==> src/rtl/srctl_pkg.sv <==
// Shared constants, codes and types of the scheduling request engine.
// No dependencies; used by the modulo unit and the top level.
package srctl_pkg;

  // Time stamps are kept modulo 2^TIME_BITS (legal range 16 to 64).
  localparam int TIME_BITS  = 32;
  localparam int PROHIBIT_W = 20;
  localparam int CMP_W      = (TIME_BITS > PROHIBIT_W) ? TIME_BITS : PROHIBIT_W;

  // Serial modulo unit: 32-bit dividend, divisor below 1024.
  localparam int MOD_W  = 32;
  localparam int DIV_W  = 10;
  localparam int CNT_W  = $clog2(MOD_W);

  // Frame number times frame size, and the occasion test argument.
  localparam int PROD_W = 19;
  localparam int OCC_W  = 22;

  // Configuration port.
  localparam int CFG_IDX_W  = 3;
  localparam int CFG_DATA_W = 20;

  localparam logic [CFG_IDX_W-1:0] REG_SR_ENABLE      = 3'd0;
  localparam logic [CFG_IDX_W-1:0] REG_PROHIBIT_US    = 3'd1;
  localparam logic [CFG_IDX_W-1:0] REG_MAX_TX         = 3'd2;
  localparam logic [CFG_IDX_W-1:0] REG_PERIOD_SLOTS   = 3'd3;
  localparam logic [CFG_IDX_W-1:0] REG_OFFSET_SLOTS   = 3'd4;
  localparam logic [CFG_IDX_W-1:0] REG_SLOTS_PER_FRAME = 3'd5;

  // Request kinds.
  localparam logic [1:0] ACT_GENERATE = 2'd0;
  localparam logic [1:0] ACT_TICK     = 2'd1;
  localparam logic [1:0] ACT_GRANT    = 2'd2;

  // Counter values.
  localparam logic signed [7:0] TX_IDLE = -8'sd1;
  localparam logic signed [7:0] TX_SAT  = 8'sd127;
  localparam logic [7:0]        PEND_SAT = 8'd255;

  // Request to and response from the shared modulo unit.
  typedef struct packed {
    logic             start;
    logic [MOD_W-1:0] dividend;
    logic [DIV_W-1:0] divisor;
  } mod_req_t;

  typedef struct packed {
    logic             done;
    logic [DIV_W-1:0] rem;
  } mod_rsp_t;

  // Sequencer states.
  typedef enum logic [3:0] {
    ST_IDLE     = 4'b0001,
    ST_SLOT_MOD = 4'b0010,
    ST_OCC_MOD  = 4'b0100,
    ST_FINISH   = 4'b1000
  } seq_state_t;

endpackage

==> src/rtl/srctl_mod.sv <==
// Serial restoring modulo unit: one dividend bit per cycle.
// Depends on srctl_pkg for widths and the request and response types.
module srctl_mod (
  input  logic              clk,
  input  logic              rst_n,
  input  srctl_pkg::mod_req_t req,
  output srctl_pkg::mod_rsp_t rsp
);
  import srctl_pkg::*;

  logic             busy_r, busy_nxt;
  logic             done_r, done_nxt;
  logic [CNT_W-1:0] cnt_r, cnt_nxt;
  logic [MOD_W-1:0] dvd_r, dvd_nxt;
  logic [DIV_W-1:0] dsr_r, dsr_nxt;
  logic [DIV_W-1:0] rem_r, rem_nxt;
  logic [DIV_W:0]   trial;
  logic             trial_ge;

  // One shift and conditional subtract of the partial remainder.
  assign trial    = {rem_r, dvd_r[MOD_W-1]};
  assign trial_ge = trial >= {1'b0, dsr_r};

  always_comb begin
    busy_nxt = busy_r;
    done_nxt = 1'b0;
    cnt_nxt  = cnt_r;
    dvd_nxt  = dvd_r;
    dsr_nxt  = dsr_r;
    rem_nxt  = rem_r;
    if (req.start) begin
      busy_nxt = 1'b1;
      cnt_nxt  = '0;
      dvd_nxt  = req.dividend;
      dsr_nxt  = req.divisor;
      rem_nxt  = '0;
    end else if (busy_r) begin
      dvd_nxt = {dvd_r[MOD_W-2:0], 1'b0};
      rem_nxt = trial_ge ? DIV_W'(trial - {1'b0, dsr_r}) : trial[DIV_W-1:0];
      cnt_nxt = cnt_r + CNT_W'(1);
      if (cnt_r == CNT_W'(MOD_W - 1)) begin
        busy_nxt = 1'b0;
        done_nxt = 1'b1;
      end
    end
  end

  // Control state is reset; the data path is not.
  always_ff @(posedge clk) begin
    if (!rst_n) begin
      busy_r <= 1'b0;
      done_r <= 1'b0;
      cnt_r  <= '0;
    end else begin
      busy_r <= busy_nxt;
      done_r <= done_nxt;
      cnt_r  <= cnt_nxt;
    end
  end

  always_ff @(posedge clk) begin
    dvd_r <= dvd_nxt;
    dsr_r <= dsr_nxt;
    rem_r <= rem_nxt;
  end

  assign rsp.done = done_r;
  assign rsp.rem  = rem_r;

endmodule

==> src/rtl/scheduling_request_control_top.sv <==
// Top level of the scheduling request engine: sequencer, engine state, output register.
// Depends on srctl_pkg and the serial modulo unit srctl_mod.
//
//  Channel  | Direction | Handshake          | Payload
//  ---------+-----------+--------------------+------------------------------------------
//  in_      | input     | in_valid/in_stall  | action, schedule flag, frame, slot, time
//  out_     | output    | out_valid/out_stall| sent flag, slot stamp, grant, pending, count
//  cfg_     | input     | cfg_we             | register index and write data
//
// A slot tick with a request pending, no scheduled uplink and the engine enabled makes two passes
// through the serial modulo unit (slot within the frame, then the occasion test against the
// period): the second pass starts when the first is done, then the occasion is latched and the
// result is registered. Every other request goes from acceptance straight to the finish step.
// Reset is synchronous and active low and restores the register defaults. A stalled result
// holds the finish step, and no new request is taken meanwhile.
module scheduling_request_control_top (
  input  logic                                clk,
  input  logic                                rst_n,
  // Configuration port
  input  logic                                cfg_we,
  input  logic [srctl_pkg::CFG_IDX_W-1:0]     cfg_index,
  input  logic [srctl_pkg::CFG_DATA_W-1:0]    cfg_wdata,
  // Input channel
  input  logic                                in_valid,
  output logic                                in_stall,
  input  logic [1:0]                          in_action,
  input  logic                                in_slot_scheduled,
  input  logic [9:0]                          in_frame_number,
  input  logic [31:0]                         in_slot_index,
  input  logic [31:0]                         in_now_us,
  input  logic                                in_grant_allowed,
  // Result channel
  output logic                                out_valid,
  input  logic                                out_stall,
  output logic                                out_request_sent,
  output logic [31:0]                         out_request_slot,
  output logic                                out_grant_taken,
  output logic                                out_is_pending,
  output logic signed [7:0]                   out_tx_count
);
  import srctl_pkg::*;

  // Configuration registers.
  logic                  sr_enable_r;
  logic [PROHIBIT_W-1:0] prohibit_r;
  logic [6:0]            max_tx_r;
  logic [9:0]            period_r;
  logic [9:0]            offset_r;
  logic [8:0]            spf_r;

  // Engine state.
  logic [7:0]            pend_r, pend_nxt;
  logic signed [7:0]     tx_r, tx_nxt;
  logic [TIME_BITS-1:0]  last_tx_r, last_tx_nxt;

  // Sequencer and latched request.
  seq_state_t            state_r, state_nxt;
  logic [1:0]            act_r;
  logic                  sched_r;
  logic [31:0]           slot_r;
  logic [31:0]           now_r;
  logic                  allow_r;
  logic [PROD_W-1:0]     prod_r;
  logic                  occ_r;

  // Output register.
  logic                  out_valid_r;
  logic                  sent_r;
  logic [31:0]           req_slot_r;
  logic                  taken_r;
  logic                  pending_r;
  logic signed [7:0]     tx_out_r;

  mod_req_t              mreq;
  mod_rsp_t              mrsp;

  logic                  accept;
  logic                  need_test;
  logic                  finish;
  logic [DIV_W-1:0]      s_eff;
  logic [DIV_W-1:0]      p_eff;
  logic [DIV_W-1:0]      r_term;
  logic [OCC_W-1:0]      occ_arg;
  logic [TIME_BITS-1:0]  now_tb;
  logic [TIME_BITS-1:0]  elapsed;
  logic                  prohibit_over;
  logic                  sent;
  logic                  taken;

  assign accept   = in_valid && !in_stall;
  assign in_stall = (state_r != ST_IDLE);
  assign finish   = (state_r == ST_FINISH) && (!out_valid_r || !out_stall);

  // A zero frame size or period counts as one.
  assign s_eff = (spf_r == 9'd0) ? DIV_W'(1) : DIV_W'(spf_r);
  assign p_eff = (period_r == 10'd0) ? DIV_W'(1) : DIV_W'(period_r);

  // Only a tick with a request pending and a free slot needs the occasion test.
  assign need_test = sr_enable_r && (in_action == ACT_TICK) && (pend_r != 8'd0) &&
                     !in_slot_scheduled;

  // Slot zero stands for the last slot of the previous frame, i.e. minus one.
  // Adding period times 1024 keeps the argument positive before the offset is removed.
  assign r_term  = (slot_r == 32'd0) ? (p_eff - DIV_W'(1)) : mrsp.rem;
  assign occ_arg = OCC_W'(prod_r) + OCC_W'(r_term) + (OCC_W'(p_eff) << DIV_W) -
                   OCC_W'(offset_r);

  // Requests to the shared modulo unit.
  always_comb begin
    mreq.start    = accept && need_test;
    mreq.dividend = MOD_W'(in_slot_index - 32'd1);
    mreq.divisor  = s_eff;
    if (state_r == ST_SLOT_MOD) begin
      mreq.start    = mrsp.done;
      mreq.dividend = MOD_W'(occ_arg);
      mreq.divisor  = p_eff;
    end
  end

  srctl_mod u_mod (
    .clk   (clk),
    .rst_n (rst_n),
    .req   (mreq),
    .rsp   (mrsp)
  );

  // Sequencer.
  always_comb begin
    state_nxt = state_r;
    unique case (state_r)
      ST_IDLE: begin
        if (accept) state_nxt = need_test ? ST_SLOT_MOD : ST_FINISH;
      end
      ST_SLOT_MOD: begin
        if (mrsp.done) state_nxt = ST_OCC_MOD;
      end
      ST_OCC_MOD: begin
        if (mrsp.done) state_nxt = ST_FINISH;
      end
      ST_FINISH: begin
        if (finish) state_nxt = ST_IDLE;
      end
      default: state_nxt = ST_IDLE;
    endcase
  end

  // Elapsed time since the last transmission, modulo the time width.
  assign now_tb        = TIME_BITS'(now_r);
  assign elapsed       = now_tb - last_tx_r;
  assign prohibit_over = CMP_W'(elapsed) >= CMP_W'(prohibit_r);

  // Engine update for the latched request.
  always_comb begin
    pend_nxt    = pend_r;
    tx_nxt      = tx_r;
    last_tx_nxt = last_tx_r;
    sent        = 1'b0;
    taken       = 1'b0;
    if (sr_enable_r) begin
      case (act_r)
        ACT_GENERATE: begin
          if (pend_r == 8'd0) tx_nxt = 8'sd0;
          if (pend_r != PEND_SAT) pend_nxt = pend_r + 8'd1;
        end
        ACT_TICK: begin
          if (pend_r != 8'd0) begin
            if (sched_r) begin
              pend_nxt = 8'd0;
              tx_nxt   = TX_IDLE;
            end else if (occ_r) begin
              if (tx_r == 8'sd0) begin
                sent = 1'b1;
              end else if (prohibit_over) begin
                if (tx_r < $signed({1'b0, max_tx_r})) begin
                  sent = 1'b1;
                end else begin
                  pend_nxt = 8'd0;
                  tx_nxt   = TX_IDLE;
                end
              end
            end
          end
          if (sent) begin
            if (tx_r < TX_SAT) tx_nxt = tx_r + 8'sd1;
            last_tx_nxt = now_tb;
          end
        end
        ACT_GRANT: begin
          if (allow_r) begin
            taken    = 1'b1;
            pend_nxt = 8'd0;
            tx_nxt   = TX_IDLE;
          end
        end
        default: begin
        end
      endcase
    end
  end

  // Control state, configuration and engine state.
  always_ff @(posedge clk) begin
    if (!rst_n) begin
      state_r     <= ST_IDLE;
      out_valid_r <= 1'b0;
      sr_enable_r <= 1'b1;
      prohibit_r  <= '0;
      max_tx_r    <= 7'd4;
      period_r    <= 10'd10;
      offset_r    <= 10'd0;
      spf_r       <= 9'd10;
      pend_r      <= 8'd0;
      tx_r        <= TX_IDLE;
      last_tx_r   <= '0;
    end else begin
      state_r <= state_nxt;
      if (cfg_we) begin
        unique case (cfg_index)
          REG_SR_ENABLE:       sr_enable_r <= cfg_wdata[0];
          REG_PROHIBIT_US:     prohibit_r  <= cfg_wdata[PROHIBIT_W-1:0];
          REG_MAX_TX:          max_tx_r    <= cfg_wdata[6:0];
          REG_PERIOD_SLOTS:    period_r    <= cfg_wdata[9:0];
          REG_OFFSET_SLOTS:    offset_r    <= cfg_wdata[9:0];
          REG_SLOTS_PER_FRAME: spf_r       <= cfg_wdata[8:0];
          default: begin
          end
        endcase
      end
      if (finish) begin
        pend_r      <= pend_nxt;
        tx_r        <= tx_nxt;
        last_tx_r   <= last_tx_nxt;
        out_valid_r <= 1'b1;
      end else if (out_valid_r && !out_stall) begin
        out_valid_r <= 1'b0;
      end
    end
  end

  // Latched request, occasion flag and result payload.
  always_ff @(posedge clk) begin
    if (accept) begin
      act_r   <= in_action;
      sched_r <= in_slot_scheduled;
      slot_r  <= in_slot_index;
      now_r   <= in_now_us;
      allow_r <= in_grant_allowed;
      prod_r  <= PROD_W'(in_frame_number) * PROD_W'(s_eff);
      occ_r   <= 1'b0;
    end else if (state_r == ST_OCC_MOD && mrsp.done) begin
      occ_r <= (mrsp.rem == '0);
    end
    if (finish) begin
      sent_r     <= sent;
      req_slot_r <= sent ? slot_r : 32'd0;
      taken_r    <= taken;
      pending_r  <= (pend_nxt != 8'd0);
      tx_out_r   <= tx_nxt;
    end
  end

  assign out_valid        = out_valid_r;
  assign out_request_sent = sent_r;
  assign out_request_slot = req_slot_r;
  assign out_grant_taken  = taken_r;
  assign out_is_pending   = pending_r;
  assign out_tx_count     = tx_out_r;

endmodule

==> config.mk <==
export PLATFORM = sky130hd
export DESIGN_NAME = scheduling_request_control_top
export DESIGN_NICKNAME = d
export VERILOG_FILES = /design/src/rtl/srctl_pkg.sv /design/src/rtl/srctl_mod.sv /design/src/rtl/scheduling_request_control_top.sv
export SDC_FILE = /design/constraint.sdc
export NUM_CORES = 1
export LEC_CHECK = 0
export BUFFER_PORTS_ARGS = -buffer_cell sky130_fd_sc_hd__buf_2
export CELL_PAD_IN_SITES_DETAIL_PLACEMENT = 1
export CELL_PAD_IN_SITES_GLOBAL_PLACEMENT = 1
export CORE_MARGIN = 1
export CORE_UTILIZATION = 53
export CTS_BUF_LIST = sky130_fd_sc_hd__clkbuf_4
export DETAILED_ROUTE_END_ITERATION = 8
export HOLD_SLACK_MARGIN = 0.1
export PLACE_DENSITY_LB_ADDON = 0.3
export SLEW_MARGIN = 20
export SYNTH_ARGS = -nofsm -noshare
export SYNTH_HDL_FRONTEND = slang
export SYNTH_SLANG_ARGS = --single-unit
==> constraint.sdc <==
create_clock -name clk -period 7.7 [get_ports clk]
set_input_delay 0.385 -clock clk [delete_from_list [all_inputs] [get_ports clk]]
set_output_delay 0.385 -clock clk [all_outputs]
set_load 0.03 [all_outputs]
; Yosys cells after proc, flatten, opt, wreduce, memory -nomap -nowiden
; Index checks and enable logic that the tools add are counted.
[op_classes]
multipliers = 1
n_lt_le_gt_ge = 4
n_reduce_logical = 36
n_addsub = 10
n_bitwise = 2
n_mux = 52
eq_ne = 19
[ops]
columns = operator, n
row1 = $mux W8, 20
row2 = $mux W32, 2
row3 = $pmux W8 S3, 2
row4 = $mux W43, 1
row5 = $ge A32 B20 Y1, 1
row6 = $logic_not A32 Y1, 1
row7 = $sub A32 B1 Y32 const B, 1
row8 = $sub A32 B32 Y32, 1
row9 = $mux W10, 3
row10 = $sub A21 B10 Y22, 1
row11 = $add A20 B20 Y21, 1
row12 = $add A19 B10 Y20, 1
row13 = $logic_not A10 Y1, 2
row14 = $mux W4, 5
row15 = $mul A10 B9 Y19, 1
row16 = $mux W1, 17
row17 = $logic_not A8 Y1, 2
row18 = $pmux W4 S4, 1
row19 = $reduce_bool A8 Y1, 2
row20 = $reduce_and A2 Y1, 7
row21 = $ge A11 B10 Y1, 1
row22 = $sub A10 B1 Y10 const B, 1
row23 = $sub A10 B10 Y10, 1
row24 = $logic_not A9 Y1, 1
row25 = other kinds (30), 48
[word_totals]
regBits = 300
out_inout_bits = 45

; Depth between registers and ports, before layout
; Gate-level depths: netlist (run 1).
[logic_depth]
depth_word = 12
mapped_depth = 26
ltp_nobuf = 25

; By module
; Synthesis (run 1) repeated with hierarchy kept, for this count alone.
[unflattened]
hier_cells = 2234
hier_area_um2 = 20354.5
[modules_own_cells]
columns = module, area_each_um2, instances, cells_per_inst
row1 = scheduling_request_control_top, 17455.5, 1, 2008
row2 = srctl_mod, 2899.0, 1, 226

; Worst setup path after synthesis (run 1)
; Ideal clock, no wire load.
[synth_path]
path_kind = register to register
from = register spf_r[8]
to = register prod_r[17], data pin
setup_time_ns = 0.258
arrival_time_ns = 5.024
stages_incl_launch_ff = 25
setup_slack_ns = 2.418
cell_sequence = dfxtp_1 -> nor4_1 -> a21o_1 -> clkbuf_1 -> nand2_1 -> fa_1 -> fa_1 -> inv_1 -> ha_1 -> inv_1 -> fa_1 -> inv_1 -> ha_1 -> a21o_1 -> a21oi_1 -> o21ai_0 -> a21oi_1 -> o21ai_0 -> a21oi_1 -> o21ai_0 -> a21oi_1 -> o21ai_0 -> a21o_1 -> a21oi_1 -> xnor2_1
[synth_via]
elab_chain_cells = 3
[synth_lines]
columns = item, line
row1 = start: declaration, scheduling_request_control_top.sv:49  ; logic [8:0] spf_r;
row2 = start signal: assignment, scheduling_request_control_top.sv:224  ; REG_SLOTS_PER_FRAME: spf_r <= cfg_wdata[8:0];
row3 = $logic_not A9 Y1, scheduling_request_control_top.sv:95  ; assign s_eff = (spf_r == 9'd0) ? DIV_W'(1) : DIV_W'(spf_r);
row4 = $mux W9 (*), scheduling_request_control_top.sv:95
row5 = $mul A10 B9 Y19 (*), scheduling_request_control_top.sv:248  ; prod_r <= PROD_W'(in_frame_number) * PROD_W'(s_eff);
row6 = end signal: assignment, scheduling_request_control_top.sv:248
row7 = end: declaration, scheduling_request_control_top.sv:63  ; logic [PROD_W-1:0] prod_r;
; Mark *: on every way between the ends. The rest lies on a longest branch, timed or not.
; A chain may end at the register's enable or synchronous reset.

; Worst setup path in the final report (run 1)
[layout_path]
from = register spf_r[8]
to = register prod_r[18], data pin
; Same word-level chain as after synthesis.

==> impl_metrics.yaml, run 1 <==
yosys:
  synth-edff-count: 172
  ys_top_cells_by_area: "edfxtp_1 (26%), dfxtp_1 (13%), ha_1 (9.1%)"
  synthDistinctLibCells: 91
  ys.warnings.count: 0
  synth_cells: 2157
  synth_ff_type: "edfxtp_1"
  synth_nets: 2478
  yosys.area.top_type: "edfxtp_1"
  ys_seq_area_frac: 0.385
  post_synth.cell_area_avg_um2: 9.30
  async_flop_share: 0
  netlist_area_mm2: 0.0201
  synth_top_area_share: 0.258
  ys_seq_elements: 300
clock_tree:
  numCtsBuffers: 83
  cts_htree_levels: 3
  cts_buffer_depth: 3
  clock-sinks: 300
  clkLatencyLatePin_ns: 0.83
  cts_root_buffer: "clkbuf_4"
  cts_tree: "done"
  cts_resized: 0
  clk_pin_slew_ns: 0.10
  postCtsSetupBuffers: 0
setup_path:
  cp_data_arrival_time_ns: 7.04
  reg2reg_from: "spf_r[8]"
  worstRegToRegCells: 25
  critical-path-slowest-cell: "fa_1"
  required_ns: 8.24
  reg2reg_slack_ns: 1.19
  crit_start: "spf_r[8]"
  crit_fanout: 13
  critPathCaptureType: "flop"
  r2r-end: "prod_r[18]"
  path_class: "flop to flop"
  slowest_delay_ns: 0.52
  critPathLaunchType: "flop"
  path_common_cell: "o21ai_0"
floorplan:
  core-area_mm2: 0.0370
  rows: 70
  ioPinCount: 151
  die_h_um: 197
  chipWidth_um: 197
  die_area_mm2: 0.0386
  start_util: 0.543
timing:
  finalSetupTns_ns: 0
  clock-skew-final_ns: 0.0791
  worst_pin_slew_ns: 1.11
  fin_crit_sh: 0.845
  relSlewSlack: 0.262
  max_freq_mhz: 154
  fin_hold_ws_ns: 0.178
  hold_violations: 0
  rsz0062_at_grt: "false"
  drv_slew: 0
  min_period_ns: 6.51
  finalSetupViolCount: 0
global_routing:
  antenna_found_initial: 4
  grt_pass1_vias: 19103
  grt_overflow: 0
  grt_pass1_wl_um: 106000
  grt_max_degree: 116
  track_usage: 0.352
layout:
  final_common_cell: "nand2_1"
  drive_gt1_frac: 0.135
  area_growth_pct: 15.9
  layout.nets: 2734
  fin_area_mm2: 0.0232
  final_cell_mix: "nand2_1 (280), inv_1 (227), edfxtp_1 (172), buf_2 (150), ha_1 (146)"
power:
  p_per_area_mw_per_mm2: 209
  p_leak_nw: 9.43
  irDropWorstVdd_v: 0.000111
placed_design:
  port_buffers: 150
  placed_area_mm2: 0.0212
  dp_hpwl_um: 43700
  gp_congestion: 0.895
detailed_routing:
  drt_pass1_iterations: 7
  vias: 17941
  wirelength_um: 68800
  wl_per_cell_um: 23.0
  viasPerCell: 6.01
  drc: 0
  drtIter0Drc: 1163
  ant_nets: 0
worst_hold_path:
  hold_start: "in_frame_number[0]"
  hold_path_class: "input port to flop"
  holdPathEnd: "prod_r[0]"
  min_path_cells: 2
outcome:
  status: "complete, no violations"
flow_run:
  cap_violations: 0
sequential cells by signal (all words and copies together), names as in the netlist, 5 cells and up:
| register | count |
|---|---|
| pend_r | 8 |
| last_tx_r | 32 |
| slot_r | 32 |
| tx_r | 8 |
| u_mod.cnt_r | 5 |
| period_r | 10 |
| u_mod.dvd_r | 32 |
| u_mod.dsr_r | 10 |
| max_tx_r | 7 |
| prohibit_r | 20 |
| out_tx_count | 8 |
| now_r | 32 |
| u_mod.rem_r | 10 |
| spf_r | 9 |
| prod_r | 19 |
| offset_r | 10 |
| out_request_slot | 32 |
cell families (layout without fill, tap and decap cells):
| family | after synthesis | after routing | synth area share |
|---|---|---|---|
| XOR/XNOR | 92 | 92 | 0.0402 |
| multiplexers | 58 | 58 | 0.0290 |
| adder cells (fa/ha/maj) | 215 | 215 | 0.160 |
| AND/OR/NAND/NOR | 749 | 749 | 0.184 |
| other | 0 | 4 | 0 |
| flip-flops | 300 | 300 | 0.385 |
| buffers and inverters | 313 | 635 | 0.0601 |
| AO/OA/AOI/OAI | 430 | 430 | 0.142 |
area by class of cell:
type | instances | area (um^2)
clock inverters | 22 | 121
fillers | 4305 | 13700
diodes | 4 | 10.0
inverters | 229 | 861
well taps | 504 | 631
multi-input cells | 1544 | 11100
flip-flops and latches | 300 | 7730
repair buffers | 255 | 1770
clock buffers | 129 | 968
critical path, delay by kind of cell, from the launching register on:
kind	cells	cell delay, ns
compound gates	10	2.56
simple gates	4	0.67
fa+ha+maj	6	2.14
buf+inv	4	0.23
flops	1	0.46
mux	1	0.16
worst max path at each step:
stage                      end  slack (ns)  cells after the start
floorplan           prod_r[17]        2.42                     24
global placement    prod_r[18]        2.04                     23
detailed placement  prod_r[18]        1.69                     23
CTS                 prod_r[18]        1.37                     23
global route        prod_r[18]        0.79                     25
finish              prod_r[18]        1.19                     25
layer usage:
layer / wire (um) / global-route usage / vias to the layer above
met5: 0 / 0 / -
met4: 4110 / 0.198 / 0
met3: 4150 / 0.0539 / 283
met2: 34000 / 0.612 / 843
met1: 26600 / 0.415 / 8797
li1: - / - / 8018
synthesized netlist by cell type (all sizes together) (6+ instances only):
cell type  count
nand2b        26
nor4          23
o221ai         6
ha           146
fa            69
edfxtp       172
nand2        281
o211ai        16
inv          228
buf           12
xor2          31
or4            9
and2          77
nor2         122
nand3b         6
xnor2         61
dfxtp        128
and3          17
o21ai        104
nor2b         55
clkbuf        72
or3           12
o21a          12
o22ai          8
a21boi        61
a21o          27
nand4         21
o21bai         6
a31oi         14
nand3         40
nor3          38
a21oi        102
mux2i         57
a211oi        12
power by group:
part | switching [mW] | total, mW | internal (mW)
clock network | 0.812 | 1.61 | 0.796
registers | 0.0868 | 1.90 | 1.81
logic | 0.822 | 1.36 | 0.533
total | 1.72 | 4.86 | 3.14
what timing repair did:
| item | 4_1_cts | 5_1_grt |
|---|---|---|
| hold endpoints to repair | 134 | 0 |
| hold buffers | 94 | 0 |
| endpoints found under the setup margin | 0 | 0 |
through the flow:
step	power, mW	worst slack, ns	utilization	std cells
after CTS	4.75	1.37	0.628	2983
final	4.86	1.19	0.629	2987
after global routing	5.06	0.791	0.629	2987
after global placement	3.08	2.04	0.573	2738
after floorplan	2.79	2.42	-	2157
after detailed placement	3.16	1.69	0.573	2738
Note: power is estimated with default switching activity, not from simulation.
==> run 2: changes to the inputs <==
--- a/config.mk
+++ b/config.mk
@@ -5,11 +5,12 @@
 export SDC_FILE = /design/constraint.sdc
 export NUM_CORES = 1
 export LEC_CHECK = 0
+export ABC_AREA = 1
 export BUFFER_PORTS_ARGS = -buffer_cell sky130_fd_sc_hd__buf_2
 export CELL_PAD_IN_SITES_DETAIL_PLACEMENT = 1
 export CELL_PAD_IN_SITES_GLOBAL_PLACEMENT = 1
 export CORE_MARGIN = 1
-export CORE_UTILIZATION = 53
+export CORE_UTILIZATION = 43
 export CTS_BUF_LIST = sky130_fd_sc_hd__clkbuf_4
 export DETAILED_ROUTE_END_ITERATION = 8
 export HOLD_SLACK_MARGIN = 0.1
==> constraint.sdc (replaced) <==
create_clock -name clk -period 5.48 [get_ports clk]
set_input_delay 0.274 -clock clk [delete_from_list [all_inputs] [get_ports clk]]
set_output_delay 0.274 -clock clk [all_outputs]
set_load 0.03 [all_outputs]
==> impl_metrics.yaml, run 2 <==
layout:
  final_common_cell: "nand2_1"
  layout.nets: 3335
  fin_area_mm2: 0.0246
  final_cell_mix: "nand2_1 (592), inv_1 (498), nor2_1 (256), a21oi_1 (190), edfxtp_1 (172)"
  fin_util: 0.516
  area_growth_pct: 18.3
  fin_cells: 3704
  drive_gt1_frac: 0.127
yosys:
  synthDistinctLibCells: 55
  post_synth.cell_area_avg_um2: 7.71
  synth_nets: 3020
  netlist_area_mm2: 0.0208
  ys_seq_area_frac: 0.371
  synth_common_cells: "nand2_1 (592), inv_1 (499), nor2_1 (258)"
  ys_top_cells_by_area: "edfxtp_1 (25%), dfxtp_1 (12%), nand2_1 (11%)"
  synth-edff-count: 172
  post-synth-top-count-cell: "nand2_1"
  synth_cells: 2699
  synth_ff_type: "edfxtp_1"
  yosys.area.top_type: "edfxtp_1"
  synth_top_area_share: 0.248
  ys.warnings.count: 0
  ys_seq_elements: 300
  async_flop_share: 0
placed_design:
  place_inst: 3415
  dp_hpwl_um: 47900
  dp_slack_ns: 0.0649
  gp_congestion: 0.890
  port_buffers: 150
  placed_area_mm2: 0.0222
global_routing:
  grt_pass1_vias: 21109
  track_usage: 0.275
  grt_overflow: 0
  grt_max_degree: 96
  grt_pass1_wl_um: 108000
  antenna_found_initial: 4
timing:
  finalSetupTns_ns: 0
  fin_crit_sh: 0.942
  clock-skew-final_ns: 0.0948
  finalWorstSetupSlack_ns: 0.318
  worst_pin_slew_ns: 1.00
  finalSetupViolCount: 0
  max_freq_mhz: 194
  drv_slew: 0
  min_period_ns: 5.16
  relSlewSlack: 0.332
  fin_hold_ws_ns: 0.114
  hold_violations: 0
worst_hold_path:
  hold_path_class: "input port to flop"
  hold_start: "in_now_us[27]"
  holdPathEnd: "now_r[27]"
  min_path_cells: 2
setup_path:
  r2r-end: "prod_r[17]"
  worstRegToRegCells: 24
  cp_data_arrival_time_ns: 5.72
  path_class: "flop to flop"
  reg2reg_slack_ns: 0.32
  crit_fanout: 7
  slowest_delay_ns: 0.53
  critical-path-slowest-cell: "fa_1"
  required_ns: 6.03
  critPathLaunchType: "flop"
  reg2reg_from: "spf_r[1]"
  crit_chain: "nor4_1 > a31oi_1 > inv_2 > nand2_1 > fa_1 > fa_1 > inv_1 > ha_1 > inv_1 > fa_1 > inv_1 > ha_1 > a21oi_1 > nand2_1 > a21oi_1 > o21bai_1 > a21oi_2 > o21bai_2 > a31oi_2 > o21ai_2 > a21oi_1 > nor2_1 > nor2_1 > xor2_1"
  critPathCaptureType: "flop"
floorplan:
  core-area_mm2: 0.0477
  die_h_um: 222
  chipWidth_um: 222
  die_area_mm2: 0.0493
  start_util: 0.436
  ioPinCount: 151
  rows: 80
outcome:
  status: "complete, no violations"
clock_tree:
  clk_pin_slew_ns: 0.07
  clkLatencyLatePin_ns: 0.88
  cts_buffer_depth: 3
  cts_tree: "done"
  cts_root_buffer: "clkbuf_4"
  numCtsBuffers: 87
  cts_htree_levels: 3
  clock-sinks: 300
flow_run:
  cap_violations: 0
detailed_routing:
  ant_nets: 0
  drc: 0
  drtIter0Drc: 979
  drt_pass1_iterations: 5
  vias: 19309
  wl_per_cell_um: 18.1
  wirelength_um: 66900
  viasPerCell: 5.21
power:
  total_power_mw: 7.22
  irDropWorstVdd_v: 0.000180
  p_per_area_mw_per_mm2: 293
  p_leak_nw: 11.7
==> run 2: changes by cell type in the layout (fill, tap and decap cells not counted), moves of 51 or more <==
cell      previous run  this run
a21boi_0            60         9
a21oi_1             99       190
and2_1              76         1
inv_1              227       498
mux2i_1             57         0
nand2_1            280       592
nand3_1             40        92
nor2_1             122       256
nor2b_1             55         0
o21ai_0             98       159
==> run 2: worst max path at each step <==
stage | start | to | slack, ns
detailed placement | spf_r[1] | prod_r[17] | 0.06
global route | spf_r[1] | prod_r[17] | -0.03
global placement | spf_r[1] | prod_r[17] | 0.32
finish | spf_r[1] | prod_r[17] | 0.32
floorplan | state_r[3] | u_mod.dvd_r[0] | 0.49
CTS | spf_r[1] | prod_r[17] | 0.03
==> run 2: layer usage <==
layer	global-route usage	share of wire	vias to the layer above
met2	0.494	0.51	432
met4	0.110	0.033	2
met3	0.0461	0.043	150
li1	-	-	9347
met1	0.324	0.42	9378
met5	0	0.00013	-
==> run 2: critical path: cells and delay by family, from the launching register on <==
kind,cells,cell delay [ns]
compound gates,9,1.37
xor+xnor,1,0.07
fa+ha+maj,5,2.13
buf+inv,4,0.31
flops,1,0.32
simple gates,5,0.68
==> run 2: where the power goes <==
group	switching, mW	internal (mW)	total [mW]
Clock	1.09	1.10	2.20
Sequential	0.121	2.60	2.72
Combinational	1.48	0.821	2.30
==> run 2: repair_timing <==
item / CTS / global route
resized for setup: 0 / 7
buffers inserted: 0 / 1
endpoints found under the hold margin: 192 / 1
hold buffers: 123 / 1
setup endpoints to repair: 0 / 3
==> run 2: kinds of logic after synthesis <==
| family | synth area share |
|---|---|
| AO/OA/AOI/OAI | 0.131 |
| XOR/XNOR | 0.0278 |
| adder cells (fa/ha/maj) | 0.154 |
| buffers and inverters | 0.108 |
| flip-flops | 0.371 |
| AND/OR/NAND/NOR | 0.207 |
==> run 2: layout make-up <==
type	count	area, um^2
Timing Repair Buffer	298	2180
Tap cell	615	769
Antenna cell	4	10.0
Fill cell	6036	23100
Sequential cell	300	7730
Clock buffer	125	938
Inverter	516	1940
Clock inverter	35	181
Multi-Input combinational cell	1811	10900
